$ cat src/assert_macros.svh
`ifndef ASSERT_MACROS_SVH
`define ASSERT_MACROS_SVH

// Same-cycle implication, checked at every clock edge outside reset.
`define ASSERT_IMPLIES(lbl, ck, rn, ante, cons) \
    lbl: assert property (@(posedge ck) disable iff (!rn) (ante) |-> (cons)) \
        else $error("%m: implication failed");

// Next-cycle implication, checked at every clock edge outside reset.
`define ASSERT_NEXT(lbl, ck, rn, ante, cons) \
    lbl: assert property (@(posedge ck) disable iff (!rn) (ante) |=> (cons)) \
        else $error("%m: next-cycle implication failed");

`endif

$ cat src/imu_fd_pkg.sv
`timescale 1ns / 1ps

package imu_fd_pkg;

    localparam logic [7:0] SYNC_BYTE      = 8'hA5;
    localparam int         PAYLOAD_LEN    = 16;
    localparam int         CNT_W          = $clog2(PAYLOAD_LEN);
    localparam int         QUEUE_DEPTH_DEF = 2;

    typedef enum logic [2:0] {
        PH_HUNT_FIRST  = 3'b001,
        PH_HUNT_SECOND = 3'b010,
        PH_COLLECT     = 3'b100
    } phase_t;

    typedef struct packed {
        logic        bad_chk;
        logic [15:0] accel_z;
        logic [15:0] accel_y;
        logic [15:0] accel_x;
        logic [15:0] yaw_rate;
        logic [15:0] yaw;
        logic [15:0] pitch;
        logic [15:0] roll;
    } frame_rec_t;

endpackage

$ cat src/imu_fd_front.sv
`timescale 1ns / 1ps

module imu_fd_front (
    input  logic                 clk,
    input  logic                 rst_n,
    input  logic                 in_valid,
    output logic                 in_stall,
    input  logic [7:0]           rx_byte,
    input  logic                 q_full,
    output logic                 q_push,
    output imu_fd_pkg::frame_rec_t q_wdata
);
    import imu_fd_pkg::*;

    phase_t            phase_reg, phase_next;
    logic [CNT_W-1:0]  cnt_reg, cnt_next;
    logic [15:0]       sum_reg, sum_next;
    logic [7:0]        pay_reg [PAYLOAD_LEN-1];
    logic              accept;
    logic              last_byte;
    logic [15:0]       chk_word;

    assign in_stall  = q_full;
    assign accept    = in_valid && !q_full;
    assign last_byte = (phase_reg == PH_COLLECT) && (cnt_reg == CNT_W'(PAYLOAD_LEN - 1));
    assign chk_word  = {rx_byte, pay_reg[PAYLOAD_LEN-2]};

    // Phase, count and running checksum.
    always_comb
    begin
        phase_next = phase_reg;
        cnt_next   = cnt_reg;
        sum_next   = sum_reg;
        if (accept)
        begin
            unique case (phase_reg)
                PH_HUNT_SECOND:
                begin
                    phase_next = (rx_byte == SYNC_BYTE) ? PH_COLLECT : PH_HUNT_FIRST;
                    cnt_next   = '0;
                    sum_next   = '0;
                end
                PH_COLLECT:
                begin
                    cnt_next = cnt_reg + CNT_W'(1);
                    // High byte of yaw rate, yaw, pitch or roll: add the word.
                    if (cnt_reg[0] && cnt_reg >= CNT_W'(7) && cnt_reg <= CNT_W'(13))
                    begin
                        sum_next = sum_reg + {rx_byte, pay_reg[PAYLOAD_LEN-2]};
                    end
                    if (last_byte)
                    begin
                        phase_next = PH_HUNT_FIRST;
                        cnt_next   = '0;
                    end
                end
                default:
                begin
                    phase_next = (rx_byte == SYNC_BYTE) ? PH_HUNT_SECOND : PH_HUNT_FIRST;
                    cnt_next   = '0;
                end
            endcase
        end
    end

    always_ff @(posedge clk or negedge rst_n)
    begin
        if (!rst_n)
        begin
            phase_reg <= PH_HUNT_FIRST;
            cnt_reg   <= '0;
            sum_reg   <= '0;
        end
        else
        begin
            phase_reg <= phase_next;
            cnt_reg   <= cnt_next;
            sum_reg   <= sum_next;
        end
    end

    // Shift line of payload bytes; the newest byte enters at the top.
    always_ff @(posedge clk)
    begin
        if (accept && phase_reg == PH_COLLECT)
        begin
            for (int i = 0; i < PAYLOAD_LEN - 2; i++)
            begin
                pay_reg[i] <= pay_reg[i+1];
            end
            pay_reg[PAYLOAD_LEN-2] <= rx_byte;
        end
    end

    assign q_push           = accept && last_byte;
    assign q_wdata.bad_chk  = (sum_reg != chk_word);
    assign q_wdata.accel_z  = {pay_reg[1],  pay_reg[0]};
    assign q_wdata.accel_y  = {pay_reg[3],  pay_reg[2]};
    assign q_wdata.accel_x  = {pay_reg[5],  pay_reg[4]};
    assign q_wdata.yaw_rate = {pay_reg[7],  pay_reg[6]};
    assign q_wdata.yaw      = {pay_reg[9],  pay_reg[8]};
    assign q_wdata.pitch    = {pay_reg[11], pay_reg[10]};
    assign q_wdata.roll     = {pay_reg[13], pay_reg[12]};

endmodule

$ cat src/imu_fd_queue.sv
`timescale 1ns / 1ps

module imu_fd_queue #(
    parameter int DEPTH = imu_fd_pkg::QUEUE_DEPTH_DEF
) (
    input  logic                   clk,
    input  logic                   rst_n,
    input  logic                   push,
    input  imu_fd_pkg::frame_rec_t wdata,
    input  logic                   pop,
    output imu_fd_pkg::frame_rec_t rdata,
    output logic                   full,
    output logic                   empty
);
    import imu_fd_pkg::*;

    localparam int PTR_W = (DEPTH > 1) ? $clog2(DEPTH) : 1;
    localparam int CNT_W = $clog2(DEPTH + 1);

    frame_rec_t       mem_reg [DEPTH];
    logic [PTR_W-1:0] wr_ptr_reg, rd_ptr_reg;
    logic [CNT_W-1:0] count_reg;
    logic             do_push, do_pop;

    assign full    = (count_reg == CNT_W'(DEPTH));
    assign empty   = (count_reg == '0);
    assign do_push = push && !full;
    assign do_pop  = pop && !empty;
    assign rdata   = mem_reg[rd_ptr_reg];

    always_ff @(posedge clk)
    begin
        if (do_push)
        begin
            mem_reg[wr_ptr_reg] <= wdata;
        end
    end

    always_ff @(posedge clk or negedge rst_n)
    begin
        if (!rst_n)
        begin
            wr_ptr_reg <= '0;
            rd_ptr_reg <= '0;
            count_reg  <= '0;
        end
        else
        begin
            if (do_push)
            begin
                wr_ptr_reg <= (wr_ptr_reg == PTR_W'(DEPTH - 1)) ? '0 : wr_ptr_reg + PTR_W'(1);
            end
            if (do_pop)
            begin
                rd_ptr_reg <= (rd_ptr_reg == PTR_W'(DEPTH - 1)) ? '0 : rd_ptr_reg + PTR_W'(1);
            end
            if (do_push && !do_pop)
            begin
                count_reg <= count_reg + CNT_W'(1);
            end
            else if (do_pop && !do_push)
            begin
                count_reg <= count_reg - CNT_W'(1);
            end
        end
    end

endmodule

$ cat src/imu_fd_back.sv
`timescale 1ns / 1ps

module imu_fd_back (
    input  logic                   clk,
    input  logic                   rst_n,
    input  logic                   q_empty,
    input  imu_fd_pkg::frame_rec_t q_rdata,
    output logic                   q_pop,
    output logic                   out_valid,
    input  logic                   out_stall,
    output imu_fd_pkg::frame_rec_t out_rec,
    output logic signed [16:0]     pitch_delta,
    output logic signed [16:0]     roll_delta
);
    import imu_fd_pkg::*;

    logic              out_vld_reg;
    frame_rec_t        rec_reg;
    logic signed [16:0] pitch_d_reg, roll_d_reg, pitch_d_next, roll_d_next;
    logic [15:0]       prev_pitch_reg, prev_roll_reg;

    // Load the output register when it is empty or being drained.
    assign q_pop = !q_empty && (!out_vld_reg || !out_stall);

    assign pitch_d_next = $signed({q_rdata.pitch[15], q_rdata.pitch})
                        - $signed({prev_pitch_reg[15], prev_pitch_reg});
    assign roll_d_next  = $signed({q_rdata.roll[15], q_rdata.roll})
                        - $signed({prev_roll_reg[15], prev_roll_reg});

    always_ff @(posedge clk or negedge rst_n)
    begin
        if (!rst_n)
        begin
            out_vld_reg    <= 1'b0;
            prev_pitch_reg <= '0;
            prev_roll_reg  <= '0;
        end
        else
        begin
            if (q_pop)
            begin
                out_vld_reg <= 1'b1;
                if (!q_rdata.bad_chk)
                begin
                    prev_pitch_reg <= q_rdata.pitch;
                    prev_roll_reg  <= q_rdata.roll;
                end
            end
            else if (!out_stall)
            begin
                out_vld_reg <= 1'b0;
            end
        end
    end

    always_ff @(posedge clk)
    begin
        if (q_pop)
        begin
            rec_reg     <= q_rdata;
            pitch_d_reg <= pitch_d_next;
            roll_d_reg  <= roll_d_next;
        end
    end

    assign out_valid   = out_vld_reg;
    assign out_rec     = rec_reg;
    assign pitch_delta = pitch_d_reg;
    assign roll_delta  = roll_d_reg;

endmodule

$ cat src/imu_frame_deframer.sv
`timescale 1ns / 1ps
// The frame record enters the queue on the last payload byte, then the output register.
// Throughput: one byte per cycle; the front stalls only while the frame queue is full.
// A frame is one record in a short queue, so a stalled result never blocks the byte stream
// until the queue fills (about one frame of 18 bytes per result).
// Reset (rst_n low, asynchronous): hunt for the first sync byte, empty queue, zero previous angles.
module imu_frame_deframer #(
    parameter int QUEUE_DEPTH = imu_fd_pkg::QUEUE_DEPTH_DEF
) (
    input  logic               clk,
    input  logic               rst_n,
    input  logic               in_valid,
    output logic               in_stall,
    input  logic [7:0]         rx_byte,
    output logic               out_valid,
    input  logic               out_stall,
    output logic               frame_status,
    output logic signed [15:0] accel_z_raw,
    output logic signed [15:0] accel_y_raw,
    output logic signed [15:0] accel_x_raw,
    output logic signed [15:0] yaw_rate_raw,
    output logic signed [15:0] yaw_raw,
    output logic signed [15:0] pitch_raw,
    output logic signed [15:0] roll_raw,
    output logic signed [16:0] pitch_delta,
    output logic signed [16:0] roll_delta
);
    import imu_fd_pkg::*;
    `include "assert_macros.svh"

    // Front to queue: one record per completed frame.
    frame_rec_t q_wdata;
    frame_rec_t q_rdata;
    frame_rec_t out_rec;
    logic       q_push;
    logic       q_pop;
    logic       q_full;
    logic       q_empty;

    // Front: sync hunt, byte shift line and running checksum. Push the frame
    // record on the transfer of its last byte; hold off bytes while the queue is full.
    imu_fd_front u_front (
        .clk      (clk),
        .rst_n    (rst_n),
        .in_valid (in_valid),
        .in_stall (in_stall),
        .rx_byte  (rx_byte),
        .q_full   (q_full),
        .q_push   (q_push),
        .q_wdata  (q_wdata)
    );

    // Queue: decouple the byte stream from the result channel.
    imu_fd_queue #(
        .DEPTH (QUEUE_DEPTH)
    ) u_queue (
        .clk   (clk),
        .rst_n (rst_n),
        .push  (q_push),
        .wdata (q_wdata),
        .pop   (q_pop),
        .rdata (q_rdata),
        .full  (q_full),
        .empty (q_empty)
    );

    // Back: compute angle deltas against the last good frame, advance the
    // stored angles on a good checksum only, and hold the result until transfer.
    imu_fd_back u_back (
        .clk         (clk),
        .rst_n       (rst_n),
        .q_empty     (q_empty),
        .q_rdata     (q_rdata),
        .q_pop       (q_pop),
        .out_valid   (out_valid),
        .out_stall   (out_stall),
        .out_rec     (out_rec),
        .pitch_delta (pitch_delta),
        .roll_delta  (roll_delta)
    );

    assign frame_status = out_rec.bad_chk;
    assign accel_z_raw  = $signed(out_rec.accel_z);
    assign accel_y_raw  = $signed(out_rec.accel_y);
    assign accel_x_raw  = $signed(out_rec.accel_x);
    assign yaw_rate_raw = $signed(out_rec.yaw_rate);
    assign yaw_raw      = $signed(out_rec.yaw);
    assign pitch_raw    = $signed(out_rec.pitch);
    assign roll_raw     = $signed(out_rec.roll);

    // A frame record is never pushed into a full queue.
    `ASSERT_IMPLIES(a_no_overflow, clk, rst_n, q_push, !q_full)
    // The back never pops an empty queue.
    `ASSERT_IMPLIES(a_no_underflow, clk, rst_n, q_pop, !q_empty)
    // Frames are at least 18 bytes apart, so pushes never come back to back.
    `ASSERT_NEXT(a_push_spacing, clk, rst_n, q_push, !q_push)
    // Popping a record always leaves a result on the output.
    `ASSERT_NEXT(a_pop_shows, clk, rst_n, q_pop, out_valid)

endmodule
$ cat config.mk
export PLATFORM = sky130hd
export DESIGN_NAME = imu_frame_deframer
export DESIGN_NICKNAME = d
export VERILOG_FILES = /design/src/imu_fd_pkg.sv /design/src/imu_fd_front.sv /design/src/imu_fd_queue.sv /design/src/imu_fd_back.sv /design/src/imu_frame_deframer.sv
export VERILOG_INCLUDE_DIRS = /design/src /design/src/src
export SDC_FILE = /design/constraint.sdc
export NUM_CORES = 1
export LEC_CHECK = 0
export BUFFER_PORTS_ARGS = -buffer_cell sky130_fd_sc_hd__buf_2
export CAP_MARGIN = 40
export CORE_MARGIN = 1
export CORE_UTILIZATION = 40
export DETAILED_ROUTE_END_ITERATION = 16
export GPL_ROUTABILITY_DRIVEN = 0
export SLEW_MARGIN = 20
export SYNTH_ARGS = -nofsm -noshare
export SYNTH_HDL_FRONTEND = slang
export SYNTH_SLANG_ARGS = --single-unit
$ cat constraint.sdc
create_clock -name clk -period 8.2 [get_ports clk]
set_input_delay 0.41 -clock clk [delete_from_list [all_inputs] [get_ports clk]]
set_output_delay 0.41 -clock clk [all_outputs]
set_load 0.02 [all_outputs]
# Word level (Yosys, flattened, before mapping)
# Memories as Yosys holds them, arrays and structs flattened.
# Cells that the tools add are included.
[op_classes] mux=18 add_sub_neg=8 bitwise_logic=1 reduce_logical=24 n_lt_le_gt_ge=2 n_eq_ne=9
[op_table] cell="$sub A16 B16 Y17" count=2
[op_table] cell="$pmux W16 S2" count=1
[op_table] cell="$add A16 B16 Y16" count=1
[op_table] cell="$mux W16" count=1
[op_table] cell="$ne A16 B16 Y1" count=1
[op_table] cell="$logic_and A1 B1 Y1" count=11
[op_table] cell="$eq A8 B8 Y1 const B" count=1
[op_table] cell="$mux W1" count=8
[op_table] cell="$mux W4" count=2
[op_table] cell="$logic_not A1 Y1" count=6
[op_table] cell="$mux W2" count=3
[op_table] cell="$mux W3" count=2
[op_table] cell="$pmux W3 S2" count=1
[op_table] cell="$add A4 B1 Y4 const B" count=1
[op_table] cell="$eq A4 B4 Y1 const B" count=1
[op_table] cell="$ge A4 B3 Y1 const B" count=1
[op_table] cell="$le A4 B4 Y1 const B" count=1
[op_table] cell="$ne A2 B1 Y1 const B" count=2
[op_table] cell="$reduce_and A2 Y1" count=2
[op_table] cell="$reduce_bool A2 Y1" count=2
[op_table] cell="$eq A3 B2 Y1 const B" count=1
[op_table] cell="$eq A3 B3 Y1 const B" count=1
[op_table] cell="$reduce_and A3 Y1" count=1
[op_table] cell="$add A1 B1 Y1 const B" count=2
[op_table] cell="other kinds (7)" count=7
[totals] memories=2 out_inout_bits=149 mem_bits_rw=346 register_bits=207
[mem_list] name="u_queue.mem_reg" depth=2 word_bits=113 rd=1 rd_clocked_by_memory_dff=0 write_ports=1 line="imu_fd_queue.sv:20" text="frame_rec_t mem_reg [DEPTH];"
[mem_list] name="u_front.pay_reg" depth=15 word_bits=8 rd=15 rd_clocked_by_memory_dff=0 write_ports=15 line="imu_fd_front.sv:18" text="logic [7:0] pay_reg [PAYLOAD_LEN-1];"

# Logic depth before layout (Yosys ltp)
[depth] ltp_word=9 ltp_mapped=13

# Cells and area by module
# Synthesis repeated with hierarchy kept, for this count alone.
[unflattened] hier_cells=1215 hier_area_um2=21388.0
[by_module_without_submodules] mod="imu_fd_queue" n_inst=1 area_per_inst_um2=8599.5 cells_each=371
[by_module_without_submodules] mod="imu_fd_back" n_inst=1 area_per_inst_um2=7241.9 cells_each=501
[by_module_without_submodules] mod="imu_fd_front" n_inst=1 area_per_inst_um2=5546.6 cells_each=343

# Worst setup path before layout
# Ideal clock, no wire load.
[synth_timing] path_kind="register to register" start="reg u_front.phase_reg[1]" end="reg u_front.sum_reg[15]" period_less_slack_ns=7.491 path_stages_with_launch=8 t_required_ns=8.136 arrival_time_ns=7.426 path_slack_ns=0.709 cell_sequence="dfrtp_1 nor2b_1 nand2b_1 nor2_1 nand2_1 nor2_1 o21a_1 a211o_1"
[synth_via] elab_chain_cells=3
[synth_rtl] element="start, declared" line="imu_fd_front.sv:15" text="phase_t phase_reg, phase_next;"
[synth_rtl] element="start signal, assigned" line="imu_fd_front.sv:76" text="phase_reg <= phase_next;"
[synth_rtl] element="$eq A3 B3 Y1 / $eq A3 B2 Y1 (equally long branches)" line="imu_fd_front.sv:36" text="unique case (phase_reg)"
[synth_rtl] element="$ne A2 B2 Y1 (no line) / $reduce_bool A2 Y1 (equally long branches)"
[synth_rtl] element="$reduce_and A3 Y1 (no line)"
[synth_rtl] element="end signal, assigned" line="imu_fd_front.sv:78" text="sum_reg <= sum_next;"
[synth_rtl] element="end, declared" line="imu_fd_front.sv:17" text="logic [15:0] sum_reg, sum_next;"
# Parallel ways exist; a longest one is shown, timed or not.
# A chain may end at the register's enable or synchronous reset.

# Final worst setup path
[layout_timing] start="reg u_front.phase_reg[2]" end="mem u_queue.mem_reg[1][108] (netlist name) (enable)"
[layout_via] elab_chain_cells=6
[layout_rtl] element="$eq A3 B3 Y1" line="imu_fd_front.sv:25" text="assign last_byte = (phase_reg == PH_COLLECT) && (cnt_reg == CNT_W'(PAYLOAD_LEN - 1));"
[layout_rtl] element="$logic_and A1 B1 Y1" line="imu_fd_front.sv:25"
[layout_rtl] element="$logic_and A1 B1 Y1" line="imu_fd_front.sv:95" text="assign q_push = accept && last_byte;"
[layout_rtl] element="$logic_and A1 B1 Y1" line="imu_fd_queue.sv:27" text="assign do_push = push && !full;"
[layout_rtl] element="$mux W1" line="imu_fd_queue.sv:33" text="if (do_push)"
[layout_rtl] element="$mux W1 (not written as such)" line="imu_fd_queue.sv:35" text="mem_reg[wr_ptr_reg] <= wdata;"
[layout_rtl] element="end, declared" line="imu_fd_queue.sv:20"
# No other way between the ends.

==> flow_metrics.py <==
metrics = {
    "critical_path": {
        "cpPeakStageDelay_ns": 0.69,
        "arrival_ns": 3.96,
        "cp_common_cell": "buf_4",
        "reg2reg_depth": 6,
        "start_kind": "register",
        "crit_chain": "nor2b_1, nand2b_1, or3_1, nor2_4, buf_4, buf_4",
        "worst_setup_path_end_kind": "register",
        "r2r_start": "u_front.phase_reg[2]",
        "reg2reg_to": "u_queue.mem_reg[1][108]",
        "r2r_slack_ns": 4.45,
        "crit_slowest_cell": "buf_4",
        "cp_data_required_time_ns": 8.42,
        "worstSetupPathType": "reg2reg",
        "crit_cells": 6,
        "crit_buf_inv": 2,
        "critPathMaxFanout": 53,
        "crit_family": "simple AND/OR/NAND/NOR gates",
    },
    "timing": {
        "hold_violations": 0,
        "drv_slew": 0,
        "rsz0062_at_grt": "false",
        "skew_ns": 0.0336,
        "setup_tns_ns": 0,
        "hold_ws_ns": 0.0371,
        "max_slew_margin": 0.459,
        "period_minus_slack_ns": 3.75,
        "period_share": 0.457,
        "maxClockFrequency_ghz": 0.267,
        "worst_pin_slew_ns": 0.810,
        "setup_viol": 0,
    },
    "power_and_ir_drop": {
        "p_total_mw": 5.63,
        "p_leak_nw": 8.80,
        "vdd_ir_drop_max_mv": 0.171,
        "power_density_nw_per_um2": 228,
    },
    "global_routing": {
        "met3_usage": 0.0294,
        "busiest_layer": "met2",
        "grt_max_degree": 90,
        "gr-usage-met2": 0.228,
        "gr-total-overflow": 0,
        "grt_pass1_vias": 10000,
        "grt_pass1_wl_um": 57800,
        "track_usage": 0.142,
        "gr-usage-met1": 0.193,
        "antenna_found_initial": 0,
    },
    "drt": {
        "dr.first_iter.drc_count": 603,
        "antenna_left": 0,
        "drc": 0,
        "vias_per_cell": 4.82,
        "drtPass1Iterations": 5,
        "wirelength_um": 37500,
        "wl_per_cell_um": 17.9,
        "vias": 10100,
    },
    "cts": {
        "clk_pin_slew_ns": 0.07,
        "cts_sinks": 553,
        "cts-root-buf": "clkbuf_16",
        "htreeDepth": 2,
        "cts_inserted_buffers": 55,
        "cts_tree": "done",
        "cts_resized": 0,
        "cts_buffer_depth": 3,
        "cts_hold_buf": 7,
        "clk_latency_ns": 0.62,
        "post_cts.repair.setup_buffers": 0,
    },
    "yosys": {
        "synth.largest_area_cell": "edfxtp_1",
        "synthFlopType": "edfxtp_1",
        "yosysMostFrequentCell": "edfxtp_1",
        "ys_warn_count": 0,
        "yosys.cell_types.count": 64,
        "ys_top_cells_by_count": "edfxtp_1, mux2_2, inv_1",
        "syn_nets": 1219,
        "synth_top_cells_by_area": "edfxtp_1, mux2_2, dfrtp_1, ha_1, inv_1",
        "syn-cell-area_um2": 20900,
        "synth_top_area_frac": 0.710,
        "synth-edff-count": 493,
        "synth_cells": 1152,
        "ys_seq_area_frac": 0.782,
        "ys_seq_elements": 553,
        "synthArstFlopShare": 0.108,
        "syn_avg_cell_area_um2": 18.1,
    },
    "min_path": {
        "hold_path_class": "in2reg",
        "min-delay-start": "rx_byte[6]",
        "hold_depth": 1,
        "hold-path-endpoint": "u_front.pay_reg[1][54]",
    },
    "final_layout": {
        "regArea_um2": 16300,
        "synthToLayoutAreaGrowth_pct": 18.4,
        "multi_input_area_um2": 4250,
        "num_antenna_cells": 0,
        "design_area_um2": 24700,
        "largest_reg_flops": 226,
        "final_nets": 1442,
        "num-fill-cells": 4297,
        "layout-drive-gt1-share": 0.291,
    },
    "die": {
        "ios": 161,
        "die_w_um": 230,
        "start_util": 0.406,
        "std_cell_rows": 83,
        "core_area_um2": 51400,
        "die_h_um": 230,
        "die-area_um2": 53100,
    },
    "status": {
        "status": "finished, final reports clean",
    },
    "flow_run": {
        "cap_viol_max_count": 0,
    },
    "placed_design": {
        "portBuffers": 160,
        "postPlaceCellArea_um2": 22600,
        "hpwl_um": 23800,
    },
}
-- layer usage --
metal  wire (µm)  up-vias
met5           0        -
met4         776        0
met3        1570       58
met2       18200      171
met1       17000     5068
li1            -     4843
-- through the flow --
stage | setup WS (ns) | util | cells
4_1_cts | 3.95 | 0.478 | 2097
6_report | 4.45 | 0.480 | 2102
5_1_grt | 4.15 | 0.480 | 2102
3_5_place_dp | 3.99 | 0.440 | 1986
2_1_floorplan | 0.709 | - | 1152
3_3_place_gp | 4.03 | 0.438 | 1983
-- placed cells by master (no fill, tap or decap), types with 16 or more instances in the layout --
cell and count:
dfrtp_1 58, clkbuf_16 55, inv_1 64, nor2_1 34, xnor2_1 20, buf_2 160, mux2_2 138, ha_1 52
a21oi_1 32, o21ai_0 26, nand2_1 49, edfxtp_1 493, xor2_1 16
-- worst reg2reg max path, stage by stage (launching register included) --
cell      delay [ns]
dfrtp_1         0.36
nor2b_1         0.24
nand2b_1        0.24
or3_1           0.52
nor2_4          0.66
buf_4           0.56
buf_4           0.71
-- kinds of logic after synthesis --
logic type / synth area share
AO/OA/AOI/OAI: 0.0412
adder cells (fa/ha/maj): 0.0341
multiplexers: 0.0769
XOR/XNOR: 0.0151
buffers and inverters: 0.0157
AND/OR/NAND/NOR: 0.0353
flip-flops: 0.782
-- how the worst max path moves through the flow --
stage                                     from                 endpoint  slack [ns]
after floorplan           u_front.phase_reg[1]      u_front.sum_reg[15]        0.71
after global placement      u_queue.rd_ptr_reg   u_back.pitch_delta[13]        4.03
after detailed placement    u_queue.rd_ptr_reg   u_back.pitch_delta[15]        3.99
after CTS                   u_queue.rd_ptr_reg   u_back.pitch_delta[14]        3.95
after global routing      u_front.phase_reg[2]   u_queue.mem_reg[1][68]        4.15
final                     u_front.phase_reg[2]  u_queue.mem_reg[1][108]        4.45
-- power by group --
group          internal (mW)  switching, mW
logic                 0.0112         0.0168
registers               3.03        0.00104
clock network           1.50           1.07
total                   4.54           1.09
-- final cells by class --
class / instances / area share
Clock buffer: 64 / 0.0575
Clock inverter: 40 / 0.0190
Inverter: 65 / 0.0101
Multi-Input combinational cell: 514 / 0.172
Sequential cell: 553 / 0.660
Tap cell: 680 / 0.0344
Timing Repair Buffer: 186 / 0.0466
Note: power is estimated with default switching activity, not from simulation.
